**src/rtl/ptdp_pkg.sv**
```systemverilog
// Shared types and constants for the point-to-depth-pixel projection core.
`default_nettype none

package ptdp_pkg;

    localparam int COORD_W       = 32;
    localparam int CFG_W         = 24;
    localparam int CFG_IDX_W     = 3;
    localparam int SIZE_W        = 13;
    localparam int PIX_W         = 12;
    localparam int DEPTH_W       = 16;
    localparam int DEF_MAX_ROWS  = 4096;
    localparam int DEF_MAX_COLS  = 4096;
    localparam int Q_DEPTH       = 4;
    localparam int Q_PTR_W       = $clog2(Q_DEPTH);
    localparam int PROD_W        = CFG_W + COORD_W + 1;
    localparam int NUM_W         = PROD_W + 1;
    localparam int FRAC_W        = 8;
    localparam int DEN_W         = COORD_W - 1 + FRAC_W;
    localparam int REM_W         = DEN_W + PIX_W;
    localparam int MM_CONST      = 1000;
    localparam int MM_W          = 10;
    localparam int ZK_W          = COORD_W - 1 + MM_W;
    localparam int DEPTH_SHIFT   = 16;
    localparam int ROUND_HALF    = 1 << (DEPTH_SHIFT - 1);
    localparam int RST_ROWS      = 720;
    localparam int RST_COLS      = 1280;

    typedef enum logic [CFG_IDX_W-1:0] {
        REG_FOCAL_X,
        REG_FOCAL_Y,
        REG_SKEW,
        REG_CENTER_X,
        REG_CENTER_Y,
        REG_IMAGE_ROWS,
        REG_IMAGE_COLS
    } cfg_index_t;

    typedef struct packed {
        logic signed [COORD_W-1:0] point_x;
        logic signed [COORD_W-1:0] point_y;
        logic signed [COORD_W-1:0] point_z;
    } point_t;

    typedef struct packed {
        logic               in_range;
        logic [PIX_W-1:0]   pixel_row;
        logic [PIX_W-1:0]   pixel_col;
        logic [DEPTH_W-1:0] depth_mm;
    } pixel_t;

    typedef struct packed {
        point_t pt;
        logic   z_pos;
    } queue_entry_t;

    typedef struct packed {
        logic [CFG_W-1:0]        focal_x;
        logic [CFG_W-1:0]        focal_y;
        logic signed [CFG_W-1:0] skew_term;
        logic [CFG_W-1:0]        center_x;
        logic [CFG_W-1:0]        center_y;
        logic [SIZE_W-1:0]       image_rows;
        logic [SIZE_W-1:0]       image_cols;
    } cfg_t;

endpackage

`default_nettype wire

```
**src/rtl/ptdp_front.sv**
```systemverilog
// Front end: accepts point requests, flags positive depth, and queues them for the back end.
`default_nettype none

module ptdp_front import ptdp_pkg::*; (
    input  wire          aclk,
    input  wire          aresetn,
    input  wire          s_valid,
    output logic         s_ready,
    input  point_t       s_data,
    output logic         q_valid,
    output queue_entry_t q_data,
    input  wire          q_pop
);

    queue_entry_t         entry_reg [Q_DEPTH];
    logic [Q_PTR_W-1:0]   wr_ptr_reg, wr_ptr_next;
    logic [Q_PTR_W-1:0]   rd_ptr_reg, rd_ptr_next;
    logic [Q_PTR_W:0]     count_reg, count_next;
    logic                 push;
    queue_entry_t         new_entry;

    assign s_ready = (count_reg != (Q_PTR_W+1)'(Q_DEPTH));
    assign push    = s_valid && s_ready;
    assign q_valid = (count_reg != '0);
    assign q_data  = entry_reg[rd_ptr_reg];

    always_comb begin
        new_entry.pt    = s_data;
        new_entry.z_pos = !s_data.point_z[COORD_W-1] && (s_data.point_z != '0);
    end

    always_comb begin
        wr_ptr_next = wr_ptr_reg;
        rd_ptr_next = rd_ptr_reg;
        count_next  = count_reg;
        if (push) begin
            wr_ptr_next = (wr_ptr_reg == Q_PTR_W'(Q_DEPTH - 1)) ? '0 : wr_ptr_reg + 1'b1;
        end
        if (q_pop) begin
            rd_ptr_next = (rd_ptr_reg == Q_PTR_W'(Q_DEPTH - 1)) ? '0 : rd_ptr_reg + 1'b1;
        end
        if (push && !q_pop) begin
            count_next = count_reg + 1'b1;
        end else if (!push && q_pop) begin
            count_next = count_reg - 1'b1;
        end
    end

    always_ff @(posedge aclk) begin
        if (!aresetn) begin
            wr_ptr_reg <= '0;
            rd_ptr_reg <= '0;
            count_reg  <= '0;
        end else begin
            wr_ptr_reg <= wr_ptr_next;
            rd_ptr_reg <= rd_ptr_next;
            count_reg  <= count_next;
        end
    end

    always_ff @(posedge aclk) begin
        if (push) begin
            entry_reg[wr_ptr_reg] <= new_entry;
        end
    end

    a_count_bound: assert property (@(posedge aclk) disable iff (!aresetn)
        count_reg <= (Q_PTR_W+1)'(Q_DEPTH))
        else $error("queue count above depth");

    a_pop_nonempty: assert property (@(posedge aclk) disable iff (!aresetn)
        q_pop |-> count_reg != '0)
        else $error("pop from empty queue");

endmodule

`default_nettype wire

```
**config.mk**
```make
export PLATFORM = sky130hd
export DESIGN_NAME = ptdp_front
export DESIGN_NICKNAME = d
export VERILOG_FILES = /design/src/rtl/ptdp_pkg.sv /design/src/rtl/ptdp_front.sv
export SDC_FILE = /design/constraint.sdc
export NUM_CORES = 1
export LEC_CHECK = 0
export ABC_AREA = 1
export BUFFER_PORTS_ARGS = -buffer_cell sky130_fd_sc_hd__buf_4
export CAP_MARGIN = 40
export CORE_UTILIZATION = 50
export CTS_BUF_LIST = sky130_fd_sc_hd__clkbuf_16
export CTS_CLUSTER_DIAMETER = 40
export DETAILED_ROUTE_END_ITERATION = 8
export HOLD_SLACK_MARGIN = 0.15
export PLACE_DENSITY_LB_ADDON = 0.12
export REMOVE_ABC_BUFFERS = 1
export SLEW_MARGIN = 20
export SYNTH_ARGS = -nofsm -noshare
export SYNTH_HDL_FRONTEND = slang
export SYNTH_SLANG_ARGS = --single-unit
```
**constraint.sdc**
```tcl
create_clock -name aclk -period 6.98 [get_ports aclk]
set_input_delay 0 -clock aclk [delete_from_list [all_inputs] [get_ports aclk]]
set_output_delay 0 -clock aclk [all_outputs]
set_load 0.01 [all_outputs]
```
==> impl_metrics.csv, run 1 <==
group,metric,value,unit
pwr,p_clk_frac,0.413,
drt,vias_per_cell,5.38,
setup_path,critPathRequiredTime,6.98,ns
floorplanning,fp.dieH,175,um
sta,grt_setup_unrepaired,"no",
pwr,vdd_drop_max,0.195,mV
cts,path_clk_slew,0.05,ns
placed_design,dpl_cell_area,0.0168,sq mm
synth,yosysTopAreaCellShare,0.781,
sta,hold_violations,0,
finish,mostFrequentLayoutCells,"edfxtp_1, nor2_1, buf_4",
cts,htree_levels,2,
finish,syn2layout_area_growth,30.5,%
grt,grt_pass1_wl,51.2,mm
sta,worst_pin_slew,0.819,ns
synth,syn_inst,1028,
cts,clockBufferDepth,3,
grt,grtUsageTotal,0.217,
drt,first_iter_violations,721,
setup_path,arrival,3.06,ns
synth,ys_ff_latch,397,
sta,slew_headroom,0.454,
pwr,cellPowerDensity,312,mW/mm^2
drt,routed_wl,33.1,mm
cts,cts_tree,"built",
floorplanning,row_count,62,
cts,numCtsBuffers,47,
placed_design,place_ws,4.16,ns
floorplanning,start_util,0.514,
run,drv_cap,0,
drt,vias,9429,
grt,overflow,0,
placed_design,dp_hpwl,17.9,mm
cts,cts_root_buf,"clkbuf_16",
sta,fin_tns_setup,0,ns
setup_path,crit_type,"flop to primary output",
synth,synthesis.area,0.0149,sq mm
cts,postCtsSetupRepairBufs,0,
floorplanning,ios,199,
finish,fill_cells,2053,
synth,synth_largest_area_cell,"edfxtp_1",
pwr,power.switching,1.41,mW
sta,fin_skew,0.0130,ns
setup_path,start_kind,"flop",
placed_design,place.gp.congestion,0.708,
setup_path,endpoint_kind,"primary output",
sta,setup_viol,0,
grt,grt_pass1_vias,9315,
pwr,pwr-share-comb,0.120,
sta,timing.final.ws_setup,3.92,ns
pwr,leakagePower,6.92,nW
cts,clock-sinks,397,
outcome,outcome,"completed",
drt,ant_nets,0,
floorplanning,die-area,0.0305,sq mm
sta,period_share,0.438,
min_path,hold_class,"input pin to flop",
finish,multi_input_area,0.00268,sq mm
sta,fmax,327,MHz
finish,largest_reg_flops,388,
sta,maxSlewViolCount,0,
placed_design,io_buffers,198,
floorplanning,die_w,175,um
pwr,p_int,4.67,mW
floorplanning,core,0.0290,sq mm
synth,synth_warnings,0,
pwr,seq_power_share,0.467,
drt,drc,0,
finish,drive_gt1_frac,0.219,
drt,wl_per_cell,18.9,um
setup_path,worstPathMaxFanout,63,
pwr,p_sw_frac,0.232,
synth,yosysSeqAreaShare,0.793,
finish,fin_area,0.0195,sq mm
sta,post-route-min-period,3.06,ns
grt,antenna_found_initial,1,
finish,fin_nets,1438,
synth,synth.avg_cell_area,14.5,sq um
synth,synth.distinct_cells,19,
cts,insertion_delay,0.54,ns
grt,grt_start_max_net_pins,110,
drt,drt_first_pass_iters,4,
finish,seqCellArea,0.0118,sq mm
finish,final_common_cell,"edfxtp_1",
synth,synthTopCellsByArea,"edfxtp_1, nor2_1, o21ai_0",
routing by layer:
| metal | global-route usage | share of wire | wire length [um] | vias to the layer above |
|---|---|---|---|---|
| met2 | 0.359 | 0.48 | 16100 | 270 |
| met4 | 0.0594 | 0.017 | 574 | 0 |
| met1 | 0.294 | 0.44 | 14700 | 4633 |
| met3 | 0.0420 | 0.055 | 1820 | 48 |
| li1 | - | - | - | 4478 |
| met5 | 0 | 0 | 0 | - |
power by group through the flow:
stage	Sequential [mW]	Clock, mW	Combinational, mW
5_1_grt	2.85	2.64	0.797
2_1_floorplan	2.92	0	0.302
3_3_place_gp	2.89	0	0.657
6_report	2.84	2.51	0.731
3_5_place_dp	2.89	0	0.682
4_1_cts	2.84	2.54	0.731
worst max-delay path: stages, from the launching register on:
cell	delay [ns]
dfxtp_4	0.48
inv_6	0.36
buf_16	0.30
buf_4	0.37
buf_12	0.31
o21ai_0	0.12
o22ai_1	0.32
buf_4	0.20
layout make-up:
class,instances,area share
diodes,1,0.000129
clock buffers,47,0.0604
clock inverters,39,0.0233
inverters,15,0.00321
multi-input cells,554,0.138
flip-flops and latches,397,0.608
well taps,384,0.0247
repair buffers,316,0.142
Yosys cell counts:
| cell type | count |
|---|---|
| inv_4 | 1 |
| clkbuf_1 | 25 |
| nand2_1 | 15 |
| nor3_1 | 1 |
| ha_1 | 6 |
| buf_2 | 19 |
| a21oi_1 | 5 |
| edfxtp_1 | 388 |
| inv_2 | 1 |
| nand3_1 | 2 |
| clkbuf_2 | 3 |
| nor2_1 | 228 |
| o21ai_1 | 63 |
| inv_1 | 13 |
| o22ai_1 | 97 |
| o21ai_0 | 136 |
| buf_6 | 15 |
| fa_1 | 1 |
| dfxtp_1 | 9 |
cell families after synthesis:
family / synth area share
DFF: 0.793
AOI/OAI and AO/OA: 0.109
and+or+nand+nor: 0.0622
buffers and inverters: 0.0289
adders and majority gates: 0.00638
stage by stage:
stage / utilization / power, mW / cells / hold slack [ns]
after floorplan: - / 3.22 / 966 / 0.0989
after global placement: 0.573 / 3.55 / 1558 / 0.203
after detailed placement: 0.577 / 3.57 / 1563 / 0.203
after CTS: 0.668 / 6.11 / 1749 / 0.182
after global routing: 0.671 / 6.29 / 1753 / 0.187
final: 0.671 / 6.08 / 1753 / 0.203
worst paths after layout:
check                                           startpoint                          to  slack [ns]  cells past startpoint
worst min-delay path                            s_data[52]  entry_reg[1][53]$_DFFE_PP_        0.20                      2
worst min register to register  wr_ptr_reg[1]$_SDFFE_PN0P_  wr_ptr_reg[1]$_SDFFE_PN0P_        0.53                      2
worst max-delay path                                  flop                   q_data[0]        3.92                      7
worst max register to register   count_reg[0]$_SDFFE_PN0P_  entry_reg[0][21]$_DFFE_PP_        4.19                      6
what timing repair did:
| item | 4_1_cts | 5_1_grt |
|---|---|---|
| resized for setup | 0 | 0 |
| hold buffers | 100 | 0 |
| endpoints found under the setup margin | 0 | 0 |
| hold endpoints to repair | 397 | 0 |
Note: power is estimated with default switching activity, not from simulation.
==> run 2: changes to the inputs <==
- clock period: 6.98 -> 2.48 ns (I/O delays scaled with it)
==> run 2 against run 1 <==
Register-to-register slack worse by 3.9 ns. Count of clock-buffer cells in the layout stayed put. Non-clock buffer count is 9 higher. Largest cell class unchanged. Clock skew is 0.0018 ns higher. Critical endpoint is now q_data[51]. Combinational power grew to 2.8 times the previous value. Total power grew to 2.7 times the previous value. Highest routed layer unchanged. Clock power grew to 2.6 times the previous value. Global-route usage is 0.21 points lower. Core utilization is 0.18 points lower. Sequential power grew to 2.8 times the previous value. Design area is 0.27% lower. Sequential share of layout area is 0.16 points higher.
==> impl_metrics.csv, run 2 (synthesized netlist as in run 1, its figures left out) <==
group,metric,value,unit
cts,cts_resized,0,
setup_path,max_stage_delay,0.45,ns
sta,fmax,437,MHz
drt,vias,9417,
grt,grt_pass1_vias,9222,
grt,grt_pass1_wl,50.7,mm
finish,finalNonFillerCells,1760,
setup_path,cp_slowest_cell,"dfxtp_4",
setup_path,endpoint_kind,"primary output",
cts,clock-sinks,397,
cts,insertion_delay,0.54,ns
floorplanning,die_w,175,um
cts,clockBufferDepth,3,
sta,grt_setup_unrepaired,"no",
finish,largest_reg_flops,388,
setup_path,critPathTopFamily,"buffers and inverters",
sta,post-route-min-period,2.29,ns
cts,cts_hold_buf,101,
sta,maxSlewViolCount,0,
pwr,leakagePower,6.92,nW
sta,worst_pin_slew,0.523,ns
sta,fin_skew,0.0148,ns
sta,setup_viol,0,
setup_path,crit_top_cell,"buf_4",
finish,final_common_cell,"edfxtp_1",
finish,diodes,0,
min_path,hold_class,"input pin to flop",
setup_path,critPathRequiredTime,2.48,ns
grt,overflow,0,
drt,routed_wl,32.6,mm
grt,grtUsageTotal,0.214,
cts,htree_levels,2,
sta,timing.final.ws_setup,0.191,ns
finish,mostFrequentLayoutCells,"edfxtp_1, nor2_1, buf_4",
cts,postCtsSetupRepairBufs,0,
drt,wl_per_cell,18.5,um
grt,antenna_found_initial,0,
sta,period_share,0.923,
drt,drc,0,
floorplanning,die-area,0.0305,sq mm
sta,hold_violations,0,
setup_path,crit_type,"flop to primary output",
drt,vias_per_cell,5.35,
finish,drive_gt1_frac,0.222,
drt,ant_nets,0,
setup_path,reg2reg_slack,0.28,ns
floorplanning,start_util,0.514,
cts,cts_root_buf,"clkbuf_16",
placed_design,dp_hpwl,18.5,mm
setup_path,path_depth,5,
cts,numCtsBuffers,47,
floorplanning,ios,199,
pwr,cellPowerDensity,859,mW/mm^2
setup_path,rr_worst_depth,8,
setup_path,worstPathMaxFanout,55,
setup_path,arrival,2.29,ns
drt,first_iter_violations,718,
finish,fin_nets,1447,
setup_path,start_kind,"flop",
setup_path,cp_cell_sequence,"inv_6 -> buf_4 -> nor2_1 -> o22ai_1 -> buf_4",
drt,drt_first_pass_iters,5,
placed_design,place_ws,0.481,ns
finish,fill_cells,2133,
outcome,outcome,"completed",
floorplanning,core,0.0290,sq mm
cts,path_clk_slew,0.06,ns
floorplanning,fp.dieH,175,um
cts,cts_tree,"built",
placed_design,place.gp.congestion,0.732,
min_path,hold_path_depth,2,
placed_design,dp.cells,1574,
pwr,vdd_drop_max,0.697,mV
finish,syn2layout_area_growth,30.1,%
setup_path,worst-path-buf-inv,3,
floorplanning,row_count,62,
grt,grt_start_max_net_pins,106,
sta,slew_headroom,0.650,
run,drv_cap,0,
placed_design,io_buffers,198,
==> run 2: area by class of cell <==
cell class | instances | area, sq um | area share
Clock buffer | 47 | 1180 | 0.0606
Clock inverter | 38 | 353 | 0.0182
Tap cell | 384 | 480 | 0.0248
Inverter | 15 | 62.6 | 0.00322
Sequential cell | 397 | 11800 | 0.610
Timing Repair Buffer | 325 | 2820 | 0.145
Multi-Input combinational cell | 554 | 2680 | 0.138
==> run 2: final timing paths <==
check | start | end
max | flop | q_data[51]
min | s_data[55] | entry_reg[1][56]$_DFFE_PP_
max reg2reg | count_reg[0]$_SDFFE_PN0P_ | wr_ptr_reg[0]$_SDFFE_PN0P_
min reg2reg | count_reg[1]$_SDFFE_PN0P_ | count_reg[1]$_SDFFE_PN0P_
==> run 2: per-layer routing <==
metal  global-route usage  share of wire  vias up  wire length, um
li1                     -              -     4488                -
met1                0.304           0.44     4586            14300
met2                0.348           0.48      302            15700
met3               0.0361          0.064       41             2090
met4               0.0529          0.016        0              530
met5                    0              0        -                0
==> run 2: worst register-to-register path: cells and delay by family (launching register included) <==
kind / cells / cell delay, ns
flip-flops: 1 / 0.32
buffers and inverters: 3 / 1.20
AND/OR/NAND/NOR: 5 / 0.58
==> run 2: report_power, final <==
part | total [mW] | switching [mW] | internal (mW)
Clock | 6.62 | 2.61 | 4.00
Sequential | 7.98 | 0.106 | 7.87
Combinational | 2.08 | 1.22 | 0.862
Total | 16.7 | 3.94 | 12.7
==> run 2: per-stage QoR <==
step | setup TNS, ns | util | area [sq um] | hold WS (ns) | total power, mW
2_1_floorplan | -1368.02 | - | 14500 | 0.0989 | 9.07
3_5_place_dp | 0 | 0.581 | 16900 | 0.206 | 10.1
3_3_place_gp | 0 | 0.581 | 16900 | 0.203 | 10.1
4_1_cts | 0 | 0.669 | 19400 | 0.194 | 16.8
5_1_grt | 0 | 0.669 | 19400 | 0.211 | 17.3
6_report | 0 | 0.669 | 19400 | 0.216 | 16.7
==> run 3: changes to the inputs <==
- PLACE_DENSITY: not set -> 0.71
- PLACE_DENSITY_LB_ADDON: 0.12 -> not set
- clock period: 2.48 -> 2.4 ns (I/O delays scaled with it)
==> run 3 against run 2 <==
Sequential power grew 3.4%. Flip-flop and latch count is the same. Die area is the same. Clock power grew 7.4%. Clock skew shrank 0.0046 ns. Routed wire length grew 0.76%. Hold slack lost 0.0057 ns. Combinational power grew 4%. Total power grew 5.1%. Worst setup slack lost 0.070 ns.
==> impl_metrics.csv, run 3 (synthesized netlist as in run 1, its figures left out) <==
group,metric,value,unit
outcome,outcome,"completed",
setup_path,critPathRequiredTime,2.40,ns
floorplanning,die-area,0.0305,sq mm
sta,fmax,439,MHz
pwr,cellPowerDensity,898,mW/mm^2
grt,grt_pass1_wl,50.9,mm
floorplanning,start_util,0.514,
drt,vias,9579,
setup_path,start_kind,"flop",
cts,path_clk_slew,0.06,ns
sta,maxSlewViolCount,0,
pwr,power.switching,4.10,mW
grt,overflow,0,
sta,setup_viol,0,
sta,fin_skew,0.0102,ns
pwr,p_clk_frac,0.406,
pwr,seq_power_share,0.471,
pwr,pwr-share-comb,0.123,
drt,routed_wl,32.9,mm
drt,ant_nets,0,
finish,finalNonFillerCells,1758,
grt,grt_start_max_net_pins,93,
min_path,hold_class,"input pin to flop",
cts,cts_tree,"built",
setup_path,crit_type,"flop to primary output",
finish,drive_gt1_frac,0.221,
drt,drc,0,
drt,first_iter_violations,640,
placed_design,dp_hpwl,18.2,mm
sta,hold_violations,0,
min_path,holdPathEnd,"entry_reg[2][62]$_DFFE_PP_",
placed_design,dpl_cell_area,0.0169,sq mm
drt,drt_first_pass_iters,5,
finish,fin_area,0.0195,sq mm
finish,fill_cells,2032,
cts,postCtsSetupRepairBufs,0,
floorplanning,row_count,62,
run,drv_cap,0,
finish,fin_nets,1444,
setup_path,cp_slowest_cell,"dfxtp_4",
pwr,p_int,13.4,mW
setup_path,endpoint_kind,"primary output",
setup_path,r2r_start,"count_reg[0]$_SDFFE_PN0P_",
floorplanning,die_w,175,um
sta,hold_ws,0.210,ns
sta,period_share,0.950,
finish,mostFrequentLayoutCells,"edfxtp_1, nor2_1, buf_4",
pwr,vdd_drop_max,0.496,mV
drt,wl_per_cell,18.7,um
finish,syn2layout_area_growth,30.9,%
sta,post-route-min-period,2.28,ns
cts,cts_resized,0,
grt,antenna_found_initial,1,
placed_design,io_buffers,198,
placed_design,place.gp.congestion,0.741,
setup_path,arrival,2.28,ns
sta,slew_headroom,0.544,
pwr,p_sw_frac,0.234,
placed_design,place_ws,0.536,ns
setup_path,cp_cell_sequence,"buf_4 -> o21ai_0 -> o22ai_1 -> buf_4",
cts,cts_root_buf,"clkbuf_16",
finish,final_common_cell,"edfxtp_1",
finish,largest_reg_flops,388,
setup_path,crit_top_cell,"buf_4",
cts,clock-sinks,397,
setup_path,worstPathMaxFanout,43,
sta,grt_setup_unrepaired,"no",
setup_path,max_stage_delay,0.56,ns
sta,timing.final.ws_setup,0.121,ns
finish,multi_input_area,0.00268,sq mm
pwr,p_total,17.5,mW
floorplanning,ios,199,
setup_path,rr_endpoint,"entry_reg[2][51]$_DFFE_PP_",
drt,vias_per_cell,5.45,
min_path,hold_path_depth,2,
placed_design,dp.cells,1573,
pwr,leakagePower,6.95,nW
setup_path,reg2reg_slack,0.51,ns
setup_path,rr_worst_depth,6,
grt,grt_pass1_vias,9385,
finish,seqCellArea,0.0118,sq mm
sta,worst_pin_slew,0.684,ns
min_path,min-delay-start,"s_data[61]",
cts,htree_levels,2,
cts,numCtsBuffers,46,
cts,insertion_delay,0.53,ns
floorplanning,core,0.0290,sq mm
grt,grtUsageTotal,0.214,
floorplanning,fp.dieH,175,um
cts,clockBufferDepth,3,
-- run 3: power groups by stage --
stage               Clock, mW  Combinational (mW)  Sequential (mW)
floorplan                   0               0.879             8.49
global placement            0                2.00             8.38
detailed placement          0                2.03             8.40
CTS                      7.22                2.17             8.25
global route             7.49                2.35             8.28
finish                   7.11                2.16             8.25
-- run 3: layout make-up --
type	count	share of cell area
antenna	1	0.000128
inverter	15	0.00321
sequential	397	0.607
timing repair buffer	323	0.146
multi-input combinational	554	0.137
tap	384	0.0246
clock buffer	49	0.0628
clock inverter	35	0.0192
-- run 3: what timing repair did --
action	4_1_cts	5_1_grt
setup endpoints to repair	0	0
endpoints found under the hold margin	397	0
hold buffers	100	0
-- run 3: routing by layer --
metal  vias to the layer above  GRT usage  wire, um
li1                       4495          -         -
met5                         -          0         0
met4                         0     0.0641       710
met3                        57     0.0413      2100
met2                       331      0.343     15500
met1                      4696      0.299     14500
-- run 3: per-stage QoR --
stage / util / setup TNS, ns
CTS: 0.673 / 0
global placement: 0.583 / 0
finish: 0.673 / 0
detailed placement: 0.583 / 0
floorplan: - / -1406.82
global route: 0.673 / 0
-- run 3: how the worst max path moves through the flow --
stage,cells past startpoint,end,slack [ns],start
after floorplan,4,entry_reg[0][0]$_DFFE_PP_,-2.94,count_reg[0]$_SDFFE_PN0P_
after global placement,6,entry_reg[2][50]$_DFFE_PP_,0.60,count_reg[0]$_SDFFE_PN0P_
after detailed placement,6,entry_reg[2][51]$_DFFE_PP_,0.54,count_reg[0]$_SDFFE_PN0P_
final,4,q_data[0],0.12,flop
after global routing,5,q_data[10],0.001,flop
after CTS,4,q_data[0],0.13,flop
-- run 3: critical path, delay by kind of cell, from the launching register on --
kind / cells / cell delay (ns)
compound gates: 2 / 0.52
buf+inv: 2 / 0.65
flops: 1 / 0.56
